--- config.mk ---
export PLATFORM = sky130hd
export DESIGN_NAME = coprocessor_mmio_router_core
export DESIGN_NICKNAME = d
export VERILOG_FILES = /design/src/cmr_pkg.sv /design/src/cmr_decode.sv /design/src/coprocessor_mmio_router_core.sv
export SDC_FILE = /design/constraint.sdc
export NUM_CORES = 1
export LEC_CHECK = 0
export BUFFER_PORTS_ARGS = -buffer_cell sky130_fd_sc_hd__buf_4
export CORE_ASPECT_RATIO = 1.4
export CORE_MARGIN = 4
export CORE_UTILIZATION = 53
export DETAILED_ROUTE_END_ITERATION = 8
export HOLD_SLACK_MARGIN = 0.08
export PLACE_DENSITY_LB_ADDON = 0.05
export SLEW_MARGIN = 10
export SYNTH_ARGS = -nofsm -noshare
export SYNTH_HDL_FRONTEND = slang
export SYNTH_HIERARCHICAL = 1
export SYNTH_SLANG_ARGS = --single-unit
--- constraint.sdc ---
create_clock -name clk -period 3.94 [get_ports clk]
set_input_delay 0.197 -clock clk [delete_from_list [all_inputs] [get_ports clk]]
set_output_delay 0.197 -clock clk [all_outputs]
set_load 0.005 [all_outputs]
--- src/cmr_pkg.sv ---
// Shared types and constants for the coprocessor MMIO router.
package cmr_pkg;

  localparam int unsigned SEM_COUNT       = 8;
  localparam int unsigned SEM_DEPTH       = 8;
  localparam int unsigned SEM_IDX_W       = 3;
  localparam int unsigned LOCAL_MEM_BYTES = 16384;

  // Address windows
  localparam logic [26:0] SEM_WIN_HI     = 27'(32'hFFE80020 >> 5);
  localparam logic [25:0] MOP_WIN_HI     = 26'(32'hFFB80000 >> 6);
  localparam logic [5:0]  MOP_WIN_LAST   = 6'h23;
  localparam logic [19:0] RF_WIN_HI      = 20'hFFE00;
  localparam logic [26:0] PC_WIN_HI      = 27'(32'hFFE80000 >> 5);
  localparam logic [13:0] INSTR_WIN_HI   = 14'(32'hFFE40000 >> 18);
  localparam logic [13:0] STREAM_WIN_HI  = 14'(32'hFFB40000 >> 18);
  localparam logic [11:0] STREAM_UPD_REG = 12'h438;
  localparam logic [31:0] STREAM_BASE    = 32'hFFB00000;
  localparam logic [21:0] STREAM_AVAIL   = 22'h6C;

  // Local memory offsets
  localparam logic [13:0] MOP_OFF_BASE = 14'h2000;
  localparam logic [13:0] RF_OFF_BASE  = 14'h2100;
  localparam logic [13:0] PC_OFF_BASE  = 14'h3100;

  localparam logic [3:0] SEM_MAX_VAL  = 4'd15;
  localparam logic [2:0] CORE_MASTER  = 3'b111;

  typedef enum logic [2:0] {
    ROUTE_NORMAL    = 3'd0,
    ROUTE_SEMAPHORE = 3'd1,
    ROUTE_LOCAL     = 3'd2,
    ROUTE_PUSH      = 3'd3,
    ROUTE_IREAD     = 3'd4,
    ROUTE_IGNORED   = 3'd5,
    ROUTE_STREAM    = 3'd6
  } route_t;

  typedef struct packed {
    logic        action;
    logic [2:0]  core;
    logic [31:0] address;
    logic [31:0] write_data;
  } req_t;

  typedef struct packed {
    logic        handled;
    route_t      route;
    logic [31:0] read_data;
    logic [13:0] local_offset;
    logic        mop_write;
    logic [3:0]  mop_index;
    logic [1:0]  push_thread;
    logic [21:0] stream_offset;
    logic [16:0] stream_increment;
  } result_t;

  typedef struct packed {
    logic                 we;
    logic [SEM_IDX_W-1:0] idx;
    logic [3:0]           wdata;
  } sem_upd_t;

endpackage

--- src/cmr_decode.sv ---
// Address window decode and routing result for one bus access.
module cmr_decode (
  input  cmr_pkg::req_t    req,
  input  logic [3:0]       sem_value,
  output cmr_pkg::result_t res,
  output cmr_pkg::sem_upd_t sem_upd
);

  logic [31:0] a;
  logic [31:0] d;
  logic        wr;
  logic        thread_core;
  logic        master_core;
  logic        sem_hit;
  logic        mop_hit;
  logic        rf_hit;
  logic        pc_hit;
  logic        local_hit;
  logic [13:0] off;
  logic        off_ok;
  logic        instr_hit;
  logic [1:0]  win;
  logic        stream_upd;
  logic [31:0] stream_rel;

  always_comb begin
    a  = req.address;
    d  = req.write_data;
    wr = req.action;
    thread_core = !req.core[2] && (req.core[1:0] != 2'd3);
    master_core = (req.core == cmr_pkg::CORE_MASTER);

    sem_hit = (a[31:5] == cmr_pkg::SEM_WIN_HI)
              && ({1'b0, a[4:2]} < 4'(cmr_pkg::SEM_COUNT));
    mop_hit = (a[31:6] == cmr_pkg::MOP_WIN_HI) && (a[5:0] <= cmr_pkg::MOP_WIN_LAST);
    rf_hit  = (a[31:12] == cmr_pkg::RF_WIN_HI);
    pc_hit  = (a[31:5] == cmr_pkg::PC_WIN_HI);
    local_hit = mop_hit || rf_hit || pc_hit;

    if (mop_hit)     off = cmr_pkg::MOP_OFF_BASE + {8'd0, a[5:0]};
    else if (rf_hit) off = cmr_pkg::RF_OFF_BASE + {2'd0, a[11:0]};
    else             off = cmr_pkg::PC_OFF_BASE + {9'd0, a[4:0]};
    off_ok = ({3'd0, off} < 17'(cmr_pkg::LOCAL_MEM_BYTES));

    instr_hit = (a[31:18] == cmr_pkg::INSTR_WIN_HI) && (a[17:16] != 2'd3);
    win       = a[17:16];

    stream_upd = wr && (a[31:18] == cmr_pkg::STREAM_WIN_HI)
                 && (a[11:0] == cmr_pkg::STREAM_UPD_REG);
    stream_rel = a - cmr_pkg::STREAM_BASE;

    res = '0;
    sem_upd.we    = 1'b0;
    sem_upd.idx   = a[4:2];
    sem_upd.wdata = d[3:0];

    if (sem_hit) begin
      res.handled = 1'b1;
      res.route   = cmr_pkg::ROUTE_SEMAPHORE;
      if (wr) begin
        sem_upd.we = 1'b1;
        if (d == 32'd0) begin
          sem_upd.wdata = (sem_value == cmr_pkg::SEM_MAX_VAL) ? sem_value
                                                              : sem_value + 4'd1;
        end else if (d == 32'd1) begin
          sem_upd.wdata = (sem_value == 4'd0) ? sem_value : sem_value - 4'd1;
        end
      end else begin
        res.read_data = {28'd0, sem_value};
      end
    end else if (thread_core && local_hit && (wr || off_ok)) begin
      res.handled = 1'b1;
      res.route   = cmr_pkg::ROUTE_LOCAL;
      if (off_ok) res.local_offset = off;
      if (wr && mop_hit) begin
        res.mop_write = 1'b1;
        res.mop_index = a[5:2];
      end
    end else if (instr_hit) begin
      res.handled = 1'b1;
      if (!wr) begin
        res.route = cmr_pkg::ROUTE_IREAD;
      end else if (win == 2'd0 && thread_core) begin
        res.route       = cmr_pkg::ROUTE_PUSH;
        res.push_thread = req.core[1:0];
      end else if (master_core) begin
        res.route       = cmr_pkg::ROUTE_PUSH;
        res.push_thread = win;
      end else begin
        res.route = cmr_pkg::ROUTE_IGNORED;
      end
    end else if (stream_upd) begin
      // normal write still proceeds, so not handled
      res.route            = cmr_pkg::ROUTE_STREAM;
      res.stream_increment = d[22:6];
      res.stream_offset    = stream_rel[21:0] + cmr_pkg::STREAM_AVAIL;
    end
  end

endmodule

--- src/coprocessor_mmio_router_core.sv ---
// Top level of the coprocessor MMIO router: semaphore bank, decode and result register.
//
//  channel   | dir | tdata (low bit up)                                   | tuser
//  ----------+-----+-------------------------------------------------------+-----------
//  s_axis    | in  | core[2:0], address[31:0], write_data[31:0], 0 pad     | action
//  m_axis    | out | handled, read_data, local_offset, mop_write,          | route
//            |     | mop_index, push_thread, stream_offset,                |
//            |     | stream_increment, 0 pad                               |
//
// One item per clock. An accepted item is decoded in the cycle it arrives and its
// result sits in the output register on the next cycle; the semaphore read-modify-
// write happens at the same accept edge, so a following item sees the new value.
// The output register is the only stage: s_axis_tready drops only while a result
// is held and m_axis_tready is low. rst clears the semaphores and the output valid.
module coprocessor_mmio_router_core (
  input  logic        clk,
  input  logic        rst,
  input  logic        s_axis_tvalid,
  output logic        s_axis_tready,
  input  logic [71:0] s_axis_tdata,  // core[2:0], address[34:3], write_data[66:35]
  input  logic        s_axis_tuser,  // action: 0 read, 1 write
  output logic        m_axis_tvalid,
  input  logic        m_axis_tready,
  output logic [95:0] m_axis_tdata,  // handled[0], read_data[32:1], local_offset[46:33],
                                     // mop_write[47], mop_index[51:48],
                                     // push_thread[53:52], stream_offset[75:54],
                                     // stream_increment[92:76]
  output logic [2:0]  m_axis_tuser   // route
);

  cmr_pkg::req_t     req;
  cmr_pkg::result_t  res;
  cmr_pkg::result_t  out_res;
  cmr_pkg::sem_upd_t sem_upd;
  logic [3:0]        sem_bank [cmr_pkg::SEM_DEPTH];
  logic [3:0]        sem_value;
  logic              accept;

  always_comb begin
    req.action     = s_axis_tuser;
    req.core       = s_axis_tdata[2:0];
    req.address    = s_axis_tdata[34:3];
    req.write_data = s_axis_tdata[66:35];
  end

  // bank read at the requested word; decode gates it with the window match
  assign sem_value = sem_bank[req.address[4:2]];

  cmr_decode u_decode (
    .req      (req),
    .sem_value(sem_value),
    .res      (res),
    .sem_upd  (sem_upd)
  );

  assign s_axis_tready = !m_axis_tvalid || m_axis_tready;
  assign accept        = s_axis_tvalid && s_axis_tready;

  always_ff @(posedge clk) begin
    if (rst) begin
      sem_bank <= '{default: 4'd0};
    end else if (accept && sem_upd.we) begin
      sem_bank[sem_upd.idx] <= sem_upd.wdata;
    end
  end

  always_ff @(posedge clk) begin
    if (rst) begin
      m_axis_tvalid <= 1'b0;
    end else if (s_axis_tready) begin
      m_axis_tvalid <= s_axis_tvalid;
    end
  end

  // payload register, no reset needed
  always_ff @(posedge clk) begin
    if (accept) begin
      out_res <= res;
    end
  end

  assign m_axis_tdata = {3'd0,
                         out_res.stream_increment,
                         out_res.stream_offset,
                         out_res.push_thread,
                         out_res.mop_index,
                         out_res.mop_write,
                         out_res.local_offset,
                         out_res.read_data,
                         out_res.handled};
  assign m_axis_tuser = out_res.route;

endmodule
# == Word level (Yosys, flattened, before mapping) ==
# Cells that the tools add are included.
# Widths: inputs -> output; s select.
# totals
in_bits,77
regBits,129
out_inout_bits,101
word_cells,100
# op_classes
reduce_logical,25
n_mux,26
n_eq_ne,12
bitwise_logic,7
order_cmp,3
addsub,7
# ops
op,count
$eq 27x27->1 const B,2
$mux 4,9
$bwmux 32,1
$eq 32x1->1 const B,1
$logic_not 32->1,1
$eq 14x14->1 const B,2
$mux 14,2
$eq 26x26->1 const B,1
$add 22x7->22 const B,1
$sub 22x22->22 const B,1
$eq 20x20->1 const B,1
$mux 3,5
$add 13x6->14 const A,1
$add 14x12->14 const A,1
$add 14x6->14 const A,1
$bmux 4 s3,1
$demux 4 s3,1
$eq 12x11->1 const B,1
$logic_and 1x1->1,11
$reduce_or 4->1,2
$le 6x6->1 const B,1
$mux 2,3
$not 1->1,6
$reduce_or 2->1,3
other kinds (15),21

# == Longest topological paths before layout ==
# logic_depth
word_depth,11
ltp_mapped,13
mapped_depth_nobuf,11

# == Cells and area by module ==
# The synthesis kept the hierarchy.
# modules_own_cells
module,seq_area_each_um2,cells_each,area_per_inst_um2,n_inst
coprocessor_mmio_router_core,3543.4,247,4539.4,1
cmr_decode,0.0,248,1571.5,1

# == Worst setup path after synthesis ==
# Ideal clock, no wire load.
# synth_path
path_type,flip-flop to flip-flop
start,reg m_axis_tvalid
end,reg out_res (netlist bit m_axis_tdata[0]) (enable)
arrival_ns,2.796
path_stages_with_launch,4
n_path_buf,0
setup_ns,0.466
path_slack_ns,0.678
synth_period_minus_slack_ns,3.262
t_required_ns,3.474
cell_sequence,dfxtp_1 -> nor2b_4 -> inv_2 -> and2_1
# synth_between
elab_chain_cells,3
# synth_lines
item,line_no,rtl
"start, declared",coprocessor_mmio_router_core.sv:22,"output logic m_axis_tvalid,"
"start signal, assigned",coprocessor_mmio_router_core.sv:71,m_axis_tvalid <= s_axis_tvalid;
$logic_not 1->1,coprocessor_mmio_router_core.sv:56,assign s_axis_tready = !m_axis_tvalid || m_axis_tready;
$logic_or 1x1->1,coprocessor_mmio_router_core.sv:56,
named net s_axis_tready,coprocessor_mmio_router_core.sv:19,"output logic s_axis_tready,"
$logic_and 1x1->1,coprocessor_mmio_router_core.sv:57,assign accept = s_axis_tvalid && s_axis_tready;
named net accept,coprocessor_mmio_router_core.sv:37,logic accept;
"end signal, assigned",coprocessor_mmio_router_core.sv:78,out_res <= res;
"end, declared",coprocessor_mmio_router_core.sv:33,cmr_pkg::result_t out_res;
# The timed path passes the listed nets, and every way through them passes these cells.
# A chain may end at the register's enable or synchronous reset.

==> reports/qor.yml <==
instances_no_fill: 832
min_period_over_period_pct: 73.9
syn_area_sq_um: 6110
crit_type: "flip-flop to flip-flop"
synth_common_cells: "edfxtp_1 (96), buf_4 (42), nand2b_1 (36), dfxtp_1 (33), mux2i_1 (33)"
crit_path_end_kind: "flip-flop"
max_stage_delay_ns: 0.47
grtUsageTotal_pct: 21.8
first_iter_violations: 216
drc: 0
cts_setup_buffers: 0
num-fill-cells: 818
synth_edf_count: 96
wire_per_inst_microns: 17.2
post_cts_resized: 0
leakage_nw: 3.48
cts_tree: "done"
rrSetupSlack_ns: 1.03
clock_sinks: 129
maxSlewViolCount: 0
drv_cap: 0
grt_use_met3_pct: 4.91
post_dp_cell_area_sq_um: 7280
area_delta_synth_final_pct: 32.3
start_util_pct: 54.2
fin_nets: 758
setup_viol: 0
relSlewSlack_pct: 37.8
seq_area_frac_synth_pct: 58.0
tightest_slew_ns: 0.925
vias: 4310
crit_required_ns: 4.22
hold_violations: 0
peakVddDrop_mv: 0.335
r2r-end: "sem_bank[13]$_SDFFE_PP0P_"
crit_family: "multiplexers"
clock_latency_ns: 0.41
path_clk_slew_ns: 0.06
layout-drive-gt1-share_pct: 32.8
numCtsBuffers: 17
period_needed_ns: 2.91
skew_ns: 0.00615
cts_buffer_depth: 2
cp_num_buf_inv: 1
grtUsageMet1_pct: 23.5
viasPerCell: 5.18
rsz0062_at_grt: "false"
ys_warn_count: 6
synthTopCellsByArea: "edfxtp_1 (47%), dfxtp_1 (11%), mux2i_1 (5.4%)"
first_global_vias: 4293
synthXorXnorAreaFrac_pct: 1.58
start_kind: "flip-flop"
syn-instance-count: 495
ys_seq_elements: 129
synth_async_sr_flop_share_pct: 0
die_w_microns: 98.8
avgSynthCellArea_sq_um: 12.3
core_sq_um: 11300
slowest_stage: "mux4_2"
crit_arrival_ns: 3.19
diodes: 0
cp_max_fo: 8
drtAntennaViolNets: 0
grt_pass1_wl_mm: 22.3
postCtsHoldBufs: 18
synthFlopType: "edfxtp_1"
utilization_pct: 71.7
path_cells: "mux4_2, mux2_2, inv_1, ha_1, or3b_2, a21oi_1, nor3_1, a31oi_1, o21bai_1, nand2b_1, mux2i_1"
grt_antenna_before_repair: 0
cp-startpoint: "sem_bank[1]$_SDFFE_PP0P_"
drtPass1Iterations: 4
cts_htree_levels: 4
routabilityCongestion: 0.865
hold_path_class: "input pin to flip-flop"
use_met2_pct: 40.5
rows: 46
synth_top_family_by_area: "simple AND/OR/NAND/NOR gates"
r2r-start: "sem_bank[1]$_SDFFE_PP0P_"
synthMuxAreaShare_pct: 9.09
routed_wl_mm: 14.3
io_buffers: 169
io-pin-count: 178
outcome: "complete, no violations"
final.setup.tns_ns: 0
grt_max_degree: 52
chipHeight_microns: 135
max_freq_mhz: 344
grt.overflow.total: 0
yosysUniqueCellTypes: 56
rr_worst_depth: 11
power_density_nw_per_um2: 421
cts-root-buf: "clkbuf_16"
crit_end: "sem_bank[13]$_SDFFE_PP0P_"
synth.largest_area_cell: "edfxtp_1"
path_depth: 11
synthAdderAreaFrac_pct: 1.23
yosys.area_share.simple_pct: 18.6
netlist.area_leader.share_pct: 47.2
busiest_layer: "met2"
dieArea_sq_um: 13300
placed_cells: 781
synth_compound_area_share_pct: 3.40
dp_hpwl_mm: 10.2
synth_most_common_cell: "edfxtp_1"
final_area_sq_um: 8080
[how the worst min path moves through the flow]
| stage | startpoint | end | slack [ns] | cells past startpoint |
|---|---|---|---|---|
| floorplan | s_axis_tvalid | m_axis_tvalid$_SDFFE_PP0P_ | 0.32 | 2 |
| global placement | s_axis_tvalid | m_axis_tvalid$_SDFFE_PP0P_ | 0.44 | 3 |
| detailed placement | s_axis_tvalid | m_axis_tvalid$_SDFFE_PP0P_ | 0.44 | 3 |
| CTS | s_axis_tdata[4] | m_axis_tdata[34]$_DFFE_PP_ | 0.08 | 2 |
| global route | s_axis_tdata[51] | m_axis_tdata[86]$_DFFE_PP_ | 0.11 | 2 |
| finish | s_axis_tdata[51] | m_axis_tdata[86]$_DFFE_PP_ | 0.10 | 2 |
[kinds of logic after synthesis]
| logic type | Yosys count |
|---|---|
| xor gates and xnor gates | 11 |
| DFF | 129 |
| AOI/OAI and AO/OA | 31 |
| adders and majority gates | 6 |
| other | 2 |
| and+or+nand+nor | 191 |
| buffers and inverters | 80 |
| muxes | 45 |
[sequential cells by signal, indices dropped and copies added (netlist names)]
register and cells:
m_axis_tdata 93, sem_bank 32, m_axis_tuser 3, m_axis_tvalid 1
[cells in the final DEF, fill, tap and decap left out, types with 7 or more instances in the layout]
cell	Yosys	layout
buf_4	42	171
edfxtp_1	96	96
conb_1	2	38
nand2b_1	36	36
mux2i_1	33	33
dfxtp_1	33	33
and2_1	29	28
nor2_1	26	26
nand2_1	22	22
dlygate4sd3_1	0	19
clkbuf_16	0	17
inv_1	13	13
nor4_1	12	12
nand4_1	11	11
and3_1	9	9
mux4_2	8	8
o21ai_0	7	7
xnor2_1	7	7
[report_power, final]
group | total (mW) | internal [mW] | switching, mW
logic | 0.286 | 0.152 | 0.134
registers | 1.53 | 1.52 | 0.0151
clock network | 1.59 | 1.00 | 0.585
total | 3.40 | 2.67 | 0.734
[per-stage QoR]
stage                     worst slack, ns  total power, mW  hold slack, ns
after floorplan                     0.678             1.69           0.318
after global placement              0.970             1.82           0.439
after detailed placement            0.850             1.83           0.439
after CTS                            1.06             3.44          0.0814
after global routing                0.913             3.54           0.108
final                                1.03             3.40           0.104
[layout make-up]
type	count	area (sq um)	share of cell area [%]
clock buffers	17	425	5.26
flip-flops and latches	129	3540	43.8
clock inverters	15	184	2.28
repair buffers	190	1470	18.2
inverters	15	61.3	0.758
well taps	144	180	2.23
multi-input cells	322	2220	27.4
[layer usage]
metal,vias up,wire length (microns)
met1,2077,5110
li1,2072,-
met2,134,8150
met5,-,0
met3,27,735
met4,0,339
Note: power is estimated with default switching activity, not from simulation.
